==> src/rtl/rpr_pkg.sv <==
// shared types, constants and helpers for the random page replacement unit
`default_nettype none

package rpr_pkg;

    // sizes fixed by the field widths
    localparam int PAGES    = 64;
    localparam int FRAMES   = 16;
    localparam int PAGE_W   = $clog2(PAGES);
    localparam int FRAME_W  = $clog2(FRAMES);
    localparam int LIST_IW  = $clog2(FRAMES);
    localparam int CNT_W    = $clog2(FRAMES + 1);
    localparam int FLIM_W   = 5;
    localparam int SWAP_W   = 7;
    localparam int RND_W    = 16;
    localparam int STAT_W   = 32;
    localparam int DIV_CW   = $clog2(RND_W + 1);
    localparam int CFG_IW   = 1;
    localparam int CFG_DW   = 7;

    // configuration register indexes
    localparam logic [CFG_IW-1:0] CFG_FRAME_LIMIT = 1'b0;
    localparam logic [CFG_IW-1:0] CFG_SWAP_LIMIT  = 1'b1;

    // configuration reset values
    localparam logic [FLIM_W-1:0] FRAME_LIMIT_RST = 5'd16;
    localparam logic [SWAP_W-1:0] SWAP_LIMIT_RST  = 7'd64;

    // controller to datapath commands
    typedef struct packed {
        logic accept;
        logic resolve;
        logic div_start;
        logic evict;
        logic fetch;
        logic out_load;
    } t_cmd;

    // datapath to controller status
    typedef struct packed {
        logic resolve_ok;
        logic div_done;
        logic out_busy;
    } t_status;

    // saturating increment of a statistics counter
    function automatic logic [STAT_W-1:0] sat_inc(input logic [STAT_W-1:0] v);
        sat_inc = (v == {STAT_W{1'b1}}) ? v : v + 1'b1;
    endfunction

endpackage

`default_nettype wire

==> src/rtl/rpr_div.sv <==
// bit-serial remainder unit: random value modulo resident count
`default_nettype none

module rpr_div (
    input  wire logic                         i_clk,
    input  wire logic                         i_rst_n,
    input  wire logic                         i_start,
    input  wire logic [rpr_pkg::RND_W-1:0]    i_dividend,
    input  wire logic [rpr_pkg::CNT_W-1:0]    i_divisor,
    output logic                              o_done,
    output logic [rpr_pkg::CNT_W-1:0]         o_rem
);

    logic [rpr_pkg::RND_W-1:0]  r_dvd;
    logic [rpr_pkg::CNT_W-1:0]  r_div;
    logic [rpr_pkg::CNT_W-1:0]  r_rem;
    logic [rpr_pkg::CNT_W-1:0]  n_rem;
    logic [rpr_pkg::DIV_CW-1:0] r_cnt;
    logic [rpr_pkg::CNT_W:0]    trial;
    logic [rpr_pkg::CNT_W:0]    diff;

    // one restoring step per cycle
    always_comb begin
        trial = {r_rem, r_dvd[rpr_pkg::RND_W-1]};
        diff  = trial - {1'b0, r_div};
        if (trial >= {1'b0, r_div}) begin
            n_rem = diff[rpr_pkg::CNT_W-1:0];
        end else begin
            n_rem = trial[rpr_pkg::CNT_W-1:0];
        end
    end

    // step counter
    always_ff @(posedge i_clk) begin
        if (!i_rst_n) begin
            r_cnt <= '0;
        end else if (i_start) begin
            r_cnt <= rpr_pkg::DIV_CW'(rpr_pkg::RND_W);
        end else if (r_cnt != '0) begin
            r_cnt <= r_cnt - 1'b1;
        end
    end

    // operand and partial remainder
    always_ff @(posedge i_clk) begin
        if (i_start) begin
            r_dvd <= i_dividend;
            r_div <= i_divisor;
            r_rem <= '0;
        end else if (r_cnt != '0) begin
            r_dvd <= {r_dvd[rpr_pkg::RND_W-2:0], 1'b0};
            r_rem <= n_rem;
        end
    end

    assign o_done = (r_cnt == '0);
    assign o_rem  = r_rem;

endmodule

`default_nettype wire

==> src/rtl/rpr_ctrl.sv <==
// controller state machine sequencing one page access
`default_nettype none

module rpr_ctrl (
    input  wire logic             i_clk,
    input  wire logic             i_rst_n,
    input  wire logic             i_in_valid,
    input  wire rpr_pkg::t_status i_status,
    output rpr_pkg::t_cmd         o_cmd,
    output logic                  o_in_stall
);

    typedef enum logic [5:0] {
        S_IDLE   = 6'b000001,
        S_DECIDE = 6'b000010,
        S_DIV    = 6'b000100,
        S_EVICT  = 6'b001000,
        S_FETCH  = 6'b010000,
        S_OUT    = 6'b100000
    } t_state;

    t_state r_state;
    t_state n_state;

    // next state and commands
    always_comb begin
        n_state = r_state;
        o_cmd   = '0;
        unique case (r_state)
            S_IDLE: begin
                if (i_in_valid) begin
                    o_cmd.accept = 1'b1;
                    n_state      = S_DECIDE;
                end
            end
            S_DECIDE: begin
                if (i_status.resolve_ok) begin
                    o_cmd.resolve = 1'b1;
                    n_state       = S_OUT;
                end else begin
                    o_cmd.div_start = 1'b1;
                    n_state         = S_DIV;
                end
            end
            S_DIV: begin
                if (i_status.div_done) begin
                    n_state = S_EVICT;
                end
            end
            S_EVICT: begin
                o_cmd.evict = 1'b1;
                n_state     = S_FETCH;
            end
            S_FETCH: begin
                o_cmd.fetch = 1'b1;
                n_state     = S_OUT;
            end
            S_OUT: begin
                if (!i_status.out_busy) begin
                    o_cmd.out_load = 1'b1;
                    n_state        = S_IDLE;
                end
            end
            default: begin
                n_state = S_IDLE;
            end
        endcase
    end

    // state register
    always_ff @(posedge i_clk) begin
        if (!i_rst_n) begin
            r_state <= S_IDLE;
        end else begin
            r_state <= n_state;
        end
    end

    // no transaction is taken while in reset
    assign o_in_stall = (r_state != S_IDLE) || !i_rst_n;

endmodule

`default_nettype wire

==> src/rtl/rpr_dp.sv <==
// datapath: page tables, resident list, swap set, counters and result register
`default_nettype none

module rpr_dp (
    input  wire logic                          i_clk,
    input  wire logic                          i_rst_n,
    input  wire rpr_pkg::t_cmd                 i_cmd,
    output rpr_pkg::t_status                   o_status,
    input  wire logic [rpr_pkg::PAGE_W-1:0]    i_page_number,
    input  wire logic [rpr_pkg::RND_W-1:0]     i_random_value,
    input  wire logic                          i_cfg_valid,
    input  wire logic [rpr_pkg::CFG_IW-1:0]    i_cfg_index,
    input  wire logic [rpr_pkg::CFG_DW-1:0]    i_cfg_data,
    input  wire logic                          i_out_stall,
    output logic                               o_out_valid,
    output logic                               o_hit,
    output logic                               o_fault,
    output logic                               o_victim_valid,
    output logic [rpr_pkg::PAGE_W-1:0]         o_victim_page,
    output logic [rpr_pkg::FRAME_W-1:0]        o_frame,
    output logic                               o_error,
    output logic [rpr_pkg::STAT_W-1:0]         o_hit_count,
    output logic [rpr_pkg::STAT_W-1:0]         o_fault_count
);

    localparam int PAGE_W  = rpr_pkg::PAGE_W;
    localparam int FRAME_W = rpr_pkg::FRAME_W;
    localparam int CNT_W   = rpr_pkg::CNT_W;
    localparam int SWAP_W  = rpr_pkg::SWAP_W;
    localparam int FRAMES  = rpr_pkg::FRAMES;
    localparam int PAGES   = rpr_pkg::PAGES;
    localparam int STAT_W  = rpr_pkg::STAT_W;

    // transaction operands
    logic [PAGE_W-1:0]         r_page;
    logic [rpr_pkg::RND_W-1:0] r_rnd;

    // page state
    logic [PAGES-1:0]   r_present;
    logic [PAGES-1:0]   r_swap;
    logic [PAGE_W-1:0]  r_list [FRAMES];
    logic [PAGE_W-1:0]  n_list [FRAMES];
    logic [CNT_W-1:0]   r_count;
    logic [SWAP_W-1:0]  r_swap_count;
    logic [STAT_W-1:0]  r_hits;
    logic [STAT_W-1:0]  r_faults;
    logic               r_error;

    // configuration
    logic [rpr_pkg::FLIM_W-1:0] r_frame_limit;
    logic [SWAP_W-1:0]          r_swap_limit;
    logic [CNT_W-1:0]           limit;

    // frame table memory
    logic [FRAME_W-1:0] r_frames [PAGES];
    logic [FRAME_W-1:0] r_rdata;
    logic [PAGE_W-1:0]  rd_addr;
    logic               wr_en;
    logic [FRAME_W-1:0] wr_data;

    // decision and eviction terms
    logic                      is_hit;
    logic                      is_fill;
    logic                      is_fail;
    logic [CNT_W-1:0]          div_rem;
    logic                      div_done;
    logic [rpr_pkg::LIST_IW-1:0] slot_idx;
    logic [PAGE_W-1:0]         victim;
    logic [PAGE_W-1:0]         r_victim;
    logic [SWAP_W-1:0]         sc_inc;
    logic [SWAP_W-1:0]         n_sc_evict;

    // pending result
    logic               r_res_hit;
    logic               r_res_fault;
    logic               r_res_vvalid;
    logic [PAGE_W-1:0]  r_res_vpage;
    logic [FRAME_W-1:0] r_res_frame;

    // clamp the frame limit to 1..FRAMES
    always_comb begin
        if (r_frame_limit == '0) begin
            limit = CNT_W'(1);
        end else if (CNT_W'(r_frame_limit) > CNT_W'(FRAMES)) begin
            limit = CNT_W'(FRAMES);
        end else begin
            limit = CNT_W'(r_frame_limit);
        end
    end

    // classify the access
    assign is_hit  = !r_error && r_present[r_page];
    assign is_fill = !r_error && !r_present[r_page] && (r_count < limit);
    assign is_fail = !r_error && !r_present[r_page] && !(r_count < limit)
                     && ((r_swap_count >= r_swap_limit) || (r_count == '0));

    assign o_status.resolve_ok = r_error || is_hit || is_fill || is_fail;
    assign o_status.div_done   = div_done;
    assign o_status.out_busy   = o_out_valid && i_out_stall;

    // victim slot from random value modulo resident count
    rpr_div u_div (
        .i_clk      (i_clk),
        .i_rst_n    (i_rst_n),
        .i_start    (i_cmd.div_start),
        .i_dividend (r_rnd),
        .i_divisor  (r_count),
        .o_done     (div_done),
        .o_rem      (div_rem)
    );

    assign slot_idx = div_rem[rpr_pkg::LIST_IW-1:0];
    assign victim   = r_list[slot_idx];

    // close up the list behind the victim and append the new page
    always_comb begin
        for (int i = 0; i < FRAMES; i++) begin
            n_list[i] = r_list[i];
        end
        for (int i = 0; i < FRAMES - 1; i++) begin
            if ((CNT_W'(i) >= div_rem) && (CNT_W'(i + 1) < r_count)) begin
                n_list[i] = r_list[i + 1];
            end
        end
        for (int i = 0; i < FRAMES; i++) begin
            if (CNT_W'(i) == r_count - 1'b1) begin
                n_list[i] = r_page;
            end
        end
    end

    // swap count after an eviction
    always_comb begin
        sc_inc = r_swap_count + SWAP_W'(!r_swap[victim]);
        if (r_swap[r_page] && (sc_inc != '0)) begin
            n_sc_evict = sc_inc - 1'b1;
        end else begin
            n_sc_evict = sc_inc;
        end
    end

    // frame table port control
    assign rd_addr = i_cmd.evict ? victim : i_page_number;
    assign wr_en   = (i_cmd.resolve && is_fill) || i_cmd.fetch;
    assign wr_data = i_cmd.fetch ? r_rdata : r_count[FRAME_W-1:0];

    always_ff @(posedge i_clk) begin
        if (wr_en) begin
            r_frames[r_page] <= wr_data;
        end
        r_rdata <= r_frames[rd_addr];
    end

    // configuration writes
    always_ff @(posedge i_clk) begin
        if (!i_rst_n) begin
            r_frame_limit <= rpr_pkg::FRAME_LIMIT_RST;
            r_swap_limit  <= rpr_pkg::SWAP_LIMIT_RST;
        end else if (i_cfg_valid) begin
            unique case (i_cfg_index)
                rpr_pkg::CFG_FRAME_LIMIT: r_frame_limit <= i_cfg_data[rpr_pkg::FLIM_W-1:0];
                rpr_pkg::CFG_SWAP_LIMIT:  r_swap_limit  <= i_cfg_data[SWAP_W-1:0];
                default: ;
            endcase
        end
    end

    // transaction operands
    always_ff @(posedge i_clk) begin
        if (i_cmd.accept) begin
            r_page <= i_page_number;
            r_rnd  <= i_random_value;
        end
        if (i_cmd.evict) begin
            r_victim <= victim;
        end
    end

    // resident list
    always_ff @(posedge i_clk) begin
        if (i_cmd.resolve && is_fill) begin
            r_list[r_count[rpr_pkg::LIST_IW-1:0]] <= r_page;
        end else if (i_cmd.evict) begin
            r_list <= n_list;
        end
    end

    // page state and counters
    always_ff @(posedge i_clk) begin
        if (!i_rst_n) begin
            r_present    <= '0;
            r_swap       <= '0;
            r_count      <= '0;
            r_swap_count <= '0;
            r_hits       <= '0;
            r_faults     <= '0;
            r_error      <= 1'b0;
        end else if (i_cmd.resolve) begin
            if (is_hit) begin
                r_hits <= rpr_pkg::sat_inc(r_hits);
            end else if (is_fill) begin
                r_faults           <= rpr_pkg::sat_inc(r_faults);
                r_present[r_page]  <= 1'b1;
                r_count            <= r_count + 1'b1;
                if (r_swap[r_page]) begin
                    r_swap[r_page] <= 1'b0;
                    if (r_swap_count != '0) begin
                        r_swap_count <= r_swap_count - 1'b1;
                    end
                end
            end else if (is_fail) begin
                r_error <= 1'b1;
            end
        end else if (i_cmd.evict) begin
            r_faults          <= rpr_pkg::sat_inc(r_faults);
            r_swap_count      <= n_sc_evict;
            r_swap[victim]    <= 1'b1;
            r_swap[r_page]    <= 1'b0;
            r_present[victim] <= 1'b0;
            r_present[r_page] <= 1'b1;
        end
    end

    // pending result
    always_ff @(posedge i_clk) begin
        if (i_cmd.resolve) begin
            r_res_hit    <= is_hit;
            r_res_fault  <= is_fill || is_fail;
            r_res_vvalid <= 1'b0;
            r_res_vpage  <= '0;
            if (is_hit) begin
                r_res_frame <= r_rdata;
            end else if (is_fill) begin
                r_res_frame <= r_count[FRAME_W-1:0];
            end else begin
                r_res_frame <= '0;
            end
        end else if (i_cmd.fetch) begin
            r_res_hit    <= 1'b0;
            r_res_fault  <= 1'b1;
            r_res_vvalid <= 1'b1;
            r_res_vpage  <= r_victim;
            r_res_frame  <= r_rdata;
        end
    end

    // output register
    always_ff @(posedge i_clk) begin
        if (!i_rst_n) begin
            o_out_valid <= 1'b0;
        end else if (i_cmd.out_load) begin
            o_out_valid <= 1'b1;
        end else if (!i_out_stall) begin
            o_out_valid <= 1'b0;
        end
    end

    always_ff @(posedge i_clk) begin
        if (i_cmd.out_load) begin
            o_hit          <= r_res_hit;
            o_fault        <= r_res_fault;
            o_victim_valid <= r_res_vvalid;
            o_victim_page  <= r_res_vpage;
            o_frame        <= r_res_frame;
            o_error        <= r_error;
            o_hit_count    <= r_hits;
            o_fault_count  <= r_faults;
        end
    end

endmodule

`default_nettype wire

==> src/rtl/random_page_replacement_top.sv <==
// top level of the random page replacement unit
//
// channel   direction  handshake                    payload
// in        input      i_in_valid / o_in_stall      i_page_number, i_random_value
// out       output     o_out_valid / i_out_stall    o_hit .. o_fault_count
// cfg       input      i_cfg_valid / o_cfg_ready    i_cfg_index, i_cfg_data
//
// one access at a time; a hit, a fill into a free frame or a swap-full access
// is resolved straight from the decide state; an eviction waits on the
// remainder unit, which retires one bit of the 16-bit random value per cycle
// the result sits in an output register; a stalled result holds the controller
// before its next load, while the next access is already being processed
// synchronous active-low reset clears the page and swap sets and counts
// and returns both limits to their reset values
`default_nettype none

module random_page_replacement_top (
    input  wire logic                            i_clk,
    input  wire logic                            i_rst_n,
    input  wire logic                            i_in_valid,
    output logic                                 o_in_stall,
    input  wire logic [rpr_pkg::PAGE_W-1:0]      i_page_number,
    input  wire logic [rpr_pkg::RND_W-1:0]       i_random_value,
    input  wire logic                            i_cfg_valid,
    output logic                                 o_cfg_ready,
    input  wire logic [rpr_pkg::CFG_IW-1:0]      i_cfg_index,
    input  wire logic [rpr_pkg::CFG_DW-1:0]      i_cfg_data,
    output logic                                 o_out_valid,
    input  wire logic                            i_out_stall,
    output logic                                 o_hit,
    output logic                                 o_fault,
    output logic                                 o_victim_valid,
    output logic [rpr_pkg::PAGE_W-1:0]           o_victim_page,
    output logic [rpr_pkg::FRAME_W-1:0]          o_frame,
    output logic                                 o_error,
    output logic [rpr_pkg::STAT_W-1:0]           o_hit_count,
    output logic [rpr_pkg::STAT_W-1:0]           o_fault_count
);

    rpr_pkg::t_cmd    cmd;
    rpr_pkg::t_status status;

    // registers take a write on any cycle out of reset
    assign o_cfg_ready = i_rst_n;

    // sequencing
    rpr_ctrl u_ctrl (
        .i_clk      (i_clk),
        .i_rst_n    (i_rst_n),
        .i_in_valid (i_in_valid),
        .i_status   (status),
        .o_cmd      (cmd),
        .o_in_stall (o_in_stall)
    );

    // storage and arithmetic
    rpr_dp u_dp (
        .i_clk          (i_clk),
        .i_rst_n        (i_rst_n),
        .i_cmd          (cmd),
        .o_status       (status),
        .i_page_number  (i_page_number),
        .i_random_value (i_random_value),
        .i_cfg_valid    (i_cfg_valid),
        .i_cfg_index    (i_cfg_index),
        .i_cfg_data     (i_cfg_data),
        .i_out_stall    (i_out_stall),
        .o_out_valid    (o_out_valid),
        .o_hit          (o_hit),
        .o_fault        (o_fault),
        .o_victim_valid (o_victim_valid),
        .o_victim_page  (o_victim_page),
        .o_frame        (o_frame),
        .o_error        (o_error),
        .o_hit_count    (o_hit_count),
        .o_fault_count  (o_fault_count)
    );

endmodule

`default_nettype wire

==> config.mk <==
export PLATFORM = sky130hd
export DESIGN_NAME = random_page_replacement_top
export DESIGN_NICKNAME = d
export VERILOG_FILES = /design/src/rtl/rpr_pkg.sv /design/src/rtl/rpr_div.sv /design/src/rtl/rpr_ctrl.sv /design/src/rtl/rpr_dp.sv /design/src/rtl/random_page_replacement_top.sv
export SDC_FILE = /design/constraint.sdc
export NUM_CORES = 1
export LEC_CHECK = 0
export BUFFER_PORTS_ARGS = -buffer_cell sky130_fd_sc_hd__buf_2
export CAP_MARGIN = 20
export CORE_MARGIN = 2
export CORE_UTILIZATION = 30
export CTS_BUF_LIST = sky130_fd_sc_hd__clkbuf_2
export CTS_CLUSTER_DIAMETER = 80
export DETAILED_ROUTE_END_ITERATION = 8
export PLACE_DENSITY_LB_ADDON = 0.05
export SLEW_MARGIN = 10
export SYNTH_ARGS = -nofsm -noshare
export SYNTH_HDL_FRONTEND = slang
export SYNTH_SLANG_ARGS = --single-unit
==> constraint.sdc <==
create_clock -name i_clk -period 9.7 [get_ports i_clk]
set_clock_uncertainty 0.1 [all_clocks]
set_input_delay 0.485 -clock i_clk [delete_from_list [all_inputs] [get_ports i_clk]]
set_output_delay 0.485 -clock i_clk [all_outputs]
set_load 0.02 [all_outputs]
# Word-level counts from Yosys, hierarchy flattened
# Memories as Yosys holds them, arrays and structs flattened. A register that Yosys moved wholly into a read port is not among the register bits.
# Index checks and enable logic that the tools add are counted.
# Widths: inputs -> output; s select.
dict set report totals {
  ram_bits 256
  in_bits 35
  reg_bits 470
  n_memories 1
}
dict set report op_classes {
  reduce_logical 91
  n_addsub 9
  n_bitwise 15
  eq_ne 32
  n_mux 105
  n_lt_le_gt_ge 41
}
# name depth word_bits read_ports rd_ports_with_merged_regs write_ports line_no
set memory_table {}
lappend memory_table {u_dp.r_frames 64 4 1 1 1 rpr_dp.sv:55} ;# logic [FRAME_W-1:0] r_frames [PAGES];
# operator n
set op_table {}
lappend op_table {{$mux 64} 9}
lappend op_table {{$mux 6} 39}
lappend op_table {{$and 64x64->64} 3}
lappend op_table {{$mux 96} 2}
lappend op_table {{$or 64x64->64} 3}
lappend op_table {{$mux 32} 5}
lappend op_table {{$not 64->64} 2}
lappend op_table {{$bwmux 96} 1}
lappend op_table {{$add 32x1->32 const B} 2}
lappend op_table {{$eq 32x32->1 const B} 2}
lappend op_table {{$mux 7} 7}
lappend op_table {{$reduce_bool 3->1} 15}
lappend op_table {{$eq 4x5->1 const A} 8}
lappend op_table {{$lt 4x5->1 const A} 8}
lappend op_table {{$pmux 6 s6} 1}
lappend op_table {{$reduce_and 2->1} 18}
lappend op_table {{$ge 4x5->1 const A} 7}
lappend op_table {{$mux 16} 2}
lappend op_table {{$logic_and 1x1->1} 26}
lappend op_table {{$mux 5} 5}
lappend op_table {{$bmux 6 s4} 1}
lappend op_table {{$demux 6 s4} 1}
lappend op_table {{$mux 1} 21}
lappend op_table {{$eq 3x5->1 const A} 4}
lappend op_table {{46 further kinds} 101}

# Depth between registers and ports, before layout
dict set report depth {
  word_depth 14
  ltp_mapped 24
}

# Modules after synthesis
# Synthesis repeated with hierarchy kept, for this count alone.
dict set report unflattened {
  cells_unflattened 2916
  area_unflattened_um2 33696.1
}
# module seq_area_each_um2 area_each_um2 cells_per_inst instances
set by_module_without_submodules {}
lappend by_module_without_submodules {rpr_dp 18517.8 31746.7 2741 1}
lappend by_module_without_submodules {rpr_div 830.8 1532.7 125 1}
lappend by_module_without_submodules {rpr_ctrl 120.1 409.1 49 1}
lappend by_module_without_submodules {random_page_replacement_top 0.0 7.5 1 1}

# Worst setup path before layout
# OpenSTA, ideal clock, no wires.
dict set report synth_timing {
  kind {register -> register}
  startpoint {register u_ctrl.r_state[3]}
  endpoint {register u_dp.o_error, enable pin}
  n_path_buf 0
  synth_period_minus_slack_ns 5.172
  path_stages_with_launch 4
  slack_ns 4.528
  arrival_time_ns 4.532
  cell_sequence {dfxtp_1 nor2_1 nand4_1 a21oi_1}
}
# item line_no
set synth_rtl {}
lappend synth_rtl {{from (decl)} rpr_ctrl.sv:22} ;# t_state r_state;
lappend synth_rtl {{from (signal assigned)} rpr_ctrl.sv:75} ;# r_state <= n_state;
lappend synth_rtl {{to (signal assigned)} rpr_dp.sv:265} ;# o_error <= r_error;
lappend synth_rtl {{to (decl)} rpr_dp.sv:21} ;# output logic o_error,

# Worst setup path after layout
dict set report layout_timing {
  startpoint {register u_dp.u_div.r_rem (netlist bit u_dp.u_div.o_rem[3])}
  endpoint {register u_dp.r_swap_count[4]}
}
dict set report layout_via {
  elab_chain_cells 13
  elab_cells_between_ends 14
  classes_between {add/sub: 2; mux: 8; bitwise: 1; reduce/logical: 3}
}
# item line_no
set layout_rtl {}
lappend layout_rtl {{from (decl)} rpr_div.sv:16} ;# logic [rpr_pkg::CNT_W-1:0] r_rem;
lappend layout_rtl {{from (signal assigned)} rpr_div.sv:52} ;# r_rem <= n_rem;
lappend layout_rtl {{$not 4->5 (implied by the code) *} rpr_dp.sv:113} ;# assign victim = r_list[slot_idx];
lappend layout_rtl {{$bmux 6 s4 *} rpr_dp.sv:113}
lappend layout_rtl {{$mux 6 (implied by the code) * (2 in a row)} rpr_dp.sv:113}
lappend layout_rtl {{$bmux 1 s6 *} rpr_dp.sv:134} ;# sc_inc = r_swap_count + SWAP_W'(!r_swap[victim]);
lappend layout_rtl {{$mux 1 (implied by the code) *} rpr_dp.sv:134}
lappend layout_rtl {{$logic_not 1->1 *} rpr_dp.sv:134}
lappend layout_rtl {{$add 7x1->7 *} rpr_dp.sv:134}
lappend layout_rtl {{parallel branches: the longest is 2 deep, another holds $sub 7x1->7} -}
lappend layout_rtl {{$mux 7 *} rpr_dp.sv:135} ;# if (r_swap[r_page] && (sc_inc != '0)) begin
lappend layout_rtl {{$mux 7 *} rpr_dp.sv:214} ;# end else if (i_cmd.evict) begin
lappend layout_rtl {{$mux 7 *} rpr_dp.sv:198} ;# end else if (i_cmd.resolve) begin
lappend layout_rtl {{to (signal assigned)} rpr_dp.sv:208} ;# r_swap_count <= r_swap_count - 1'b1;
lappend layout_rtl {{to (signal assigned)} rpr_dp.sv:216} ;# r_swap_count <= n_sc_evict;
lappend layout_rtl {{to (decl)} rpr_dp.sv:44} ;# logic [SWAP_W-1:0] r_swap_count;
# Every way passes the cells marked *. The select of a mux whose other input is x is not followed.
# A chain may end at the register's enable or synchronous reset.

==> results.toml <==
[worst_setup_path]
cpMaxStageDelayCell = "dfxtp_1"
crit_arrival_ns = 7.65
path_cells = "buf_4, mux4_2, a22o_1, a221oi_2, buf_4, inv_2, mux4_2, nand2_1, a311oi_1, o21ai_0, nor4bb_1, ha_1, ha_1, nand3_1, xor2_1, a31oi_1, o31ai_1, or4_1, a311oi_1, mux2i_1"
slowest_delay_ns = 0.62
crit_path_end_kind = "flip-flop"
reg2reg_depth = 20
worstPathRequired_ns = 10.98
timing_worst_setup_path_type = "reg2reg"
startpoint_type = "flip-flop"
path_max_fanout = 23

[floorplanning]
die_h_um = 335
initial_utilization_pct = 30.2
io_pins = 116
core_area_um2 = 109000
dieWidth_um = 335
fp.dieArea_um2 = 112000
rows = 121

[min_path]
whs_path_depth = 3
hp-class = "in2reg"

[outcome]
status = "finished, final reports clean"

[timing]
whs_ns = 0.228
clock.fmax_mhz = 157
slew_viol_final = 0
setup_viol = 0
tightest_slew_ns = 1.17
fin_ws_ns = 3.33
fin_crit_sh_pct = 65.6
min_period_ns = 6.37
final_hold_viol_count = 0
rsz0062_at_grt = "no"
setup_tns_ns = 0
relSlewSlack_pct = 21.7

[global_route]
grtUsageTotal_pct = 20.6
grt_pass1_wl_um = 172000
antenna_found_initial = 5
grt_max_degree = 108
grt_pass1_vias = 25300
grt_overflow = 0

[detailed_routing]
drt_first_pass_iters = 6
wire_per_inst_um = 24.6
vias = 25700
first_iter_violations = 2035
ant_nets = 0
routed_via_density = 5.40
drc = 0
wirelength_um = 117000

[synth]
syn_avg_cell_area_um2 = 11.3
synth_area_leader_cell = "edfxtp_1"
synth.top_cells.by_area = "edfxtp_1 (44%), dfxtp_1 (15%), nand2_1 (5.3%), mux4_2 (3.3%), nor2_1 (2.8%)"
yosys.area.top_type_share_pct = 44.4
synth_nets = 2971
async_flop_share_pct = 0
synth_common_cells = "edfxtp_1 (485), nand2_1 (466), dfxtp_1 (245), nor2_1 (245), clkbuf_1 (118)"
synth_ff_type = "edfxtp_1"
synth_edf_count = 485
synthesis.area_um2 = 32800
ys_seq_area_share_pct = 59.4
yosysMostFrequentCell = "edfxtp_1"
ys.warnings.count = 0
ys_ff_latch = 730
yosysUniqueCellTypes = 79
synth_cells = 2903

[power]
ir_drop_v = 0.0000853
p_leak_nw = 13.3
swShare_pct = 34.1
power_frac_seq_pct = 46.5
clockPowerShare_pct = 31.6
p_comb_share_pct = 22.0
p_sw_mw = 2.55
internal_power_mw = 4.93
cellPowerDensity_nw_per_um2 = 198

[clock_tree]
cts_buffers = 197
h-tree-depth = 4
clk_pin_slew_worst_paths_ns = 0.10
cts_tree = "built"
cts_buffer_depth = 3
clkLatencyLatePin_ns = 1.53
root_buffer = "clkbuf_2"
cts.sinks = 730

[placement]
dp_hpwl_um = 78700
gp_congestion = 0.919
place_ws_ns = 3.47
portBuffers = 115

[finish]
finish.utilization_pct = 34.8
synthToLayoutAreaGrowth_pct = 15.2
nets = 3254
fillers = 11000
final_layout_size_suffix_gt1_share_pct = 20.7

[job]
maxCapViolCount = 0
## final timing paths
| check | startpoint | endpoint | slack (ns) |
|---|---|---|---|
| worst max-delay path | u_dp.u_div.o_rem[3] | u_dp.r_swap_count[4] | 3.33 |
| worst min-delay path | i_random_value[10] | u_dp.r_rnd[10] | 0.23 |
| worst max register to register | u_dp.u_div.o_rem[3] | u_dp.r_swap_count[4] | 3.33 |
| worst min register to register | u_dp.r_res_hit | u_dp.o_hit | 0.34 |
## logic make-up (layout without fill, tap and decap cells)
logic type / after synthesis / in the layout / share of synthesized area (%)
mux: 125 / 125 / 5.81
simple gates: 1081 / 1081 / 14.8
compound gates: 635 / 635 / 14.1
xor+xnor: 53 / 53 / 1.42
other cells: 0 / 4 / 0
fa+ha+maj: 33 / 33 / 1.28
flops: 730 / 730 / 59.4
buf+inv: 246 / 690 / 3.18
## sequential cells by signal, summed over array words and instances (netlist names), 32 cells and up
register and flops:
u_dp.o_fault_count 32, u_dp.r_hits 32, u_dp.r_frames 256, u_dp.o_hit_count 32, u_dp.r_list 96, u_dp.r_present 64, u_dp.r_faults 32, u_dp.r_swap 64
## what timing repair did
action,CTS,global route
hold buffers,94,0
endpoints found under the hold margin,275,0
buffers inserted,0,0
gates resized for setup,0,0
## metal layers
layer	wire, um	global-route usage, %	vias to the layer above	share of wire (%)
li1	-	-	11600	-
met1	54500	29.5	12900	47
met2	51000	30.6	982	44
met3	8510	4.88	212	7.3
met4	2930	6.83	4	2.5
met5	25	0	-	0.021
## power groups by stage
| stage | Clock, mW | Sequential, mW | Combinational [mW] |
|---|---|---|---|
| after floorplan | 0 | 3.51 | 1.07 |
| after global placement | 0 | 3.55 | 1.58 |
| after detailed placement | 0 | 3.55 | 1.60 |
| after CTS | 2.47 | 3.48 | 1.64 |
| after global routing | 2.62 | 3.49 | 1.78 |
| final | 2.36 | 3.48 | 1.64 |
## area by class of cell
| class | instances | area [um^2] | area share (%) |
|---|---|---|---|
| clock inverter | 36 | 285 | 0.755 |
| antenna | 4 | 10.0 | 0.0265 |
| clock buffer | 324 | 1620 | 4.29 |
| multi-input combinational | 1927 | 12400 | 32.7 |
| sequential | 730 | 19500 | 51.5 |
| inverter | 53 | 200 | 0.530 |
| timing repair buffer | 277 | 2060 | 5.45 |
| tap | 1414 | 1770 | 4.68 |
## cell usage in the layout, fill, tap and decap left out, drive strengths merged, types with 59 or more instances in the layout
cell           n
edfxtp       485
o21ai         78
nor3          59
dfxtp        245
a22o         104
o22ai         90
o221a         62
clkbuf       324
nor2         245
nand3        101
a21oi        109
nand2        466
dlygate4sd3   93
buf          184
## critical path: cells and delay by family (launching register included)
| kind | cells | cell delay (ns) |
|---|---|---|
| buf+inv | 3 | 0.91 |
| mux | 3 | 1.10 |
| xor+xnor | 1 | 0.20 |
| simple gates | 4 | 1.23 |
| fa+ha+maj | 2 | 0.62 |
| flops | 1 | 0.62 |
| compound gates | 7 | 1.41 |
## metrics by stage
| stage | instance area (um^2) | power, mW | std cells |
|---|---|---|---|
| floorplan | 32800 | 4.58 | 2903 |
| global placement | 34900 | 5.13 | 4306 |
| detailed placement | 34900 | 5.15 | 4306 |
| CTS | 37700 | 7.59 | 4760 |
| global route | 37800 | 7.89 | 4762 |
| finish | 37800 | 7.48 | 4765 |
No activity file was read; power rests on OpenSTA's default activity.
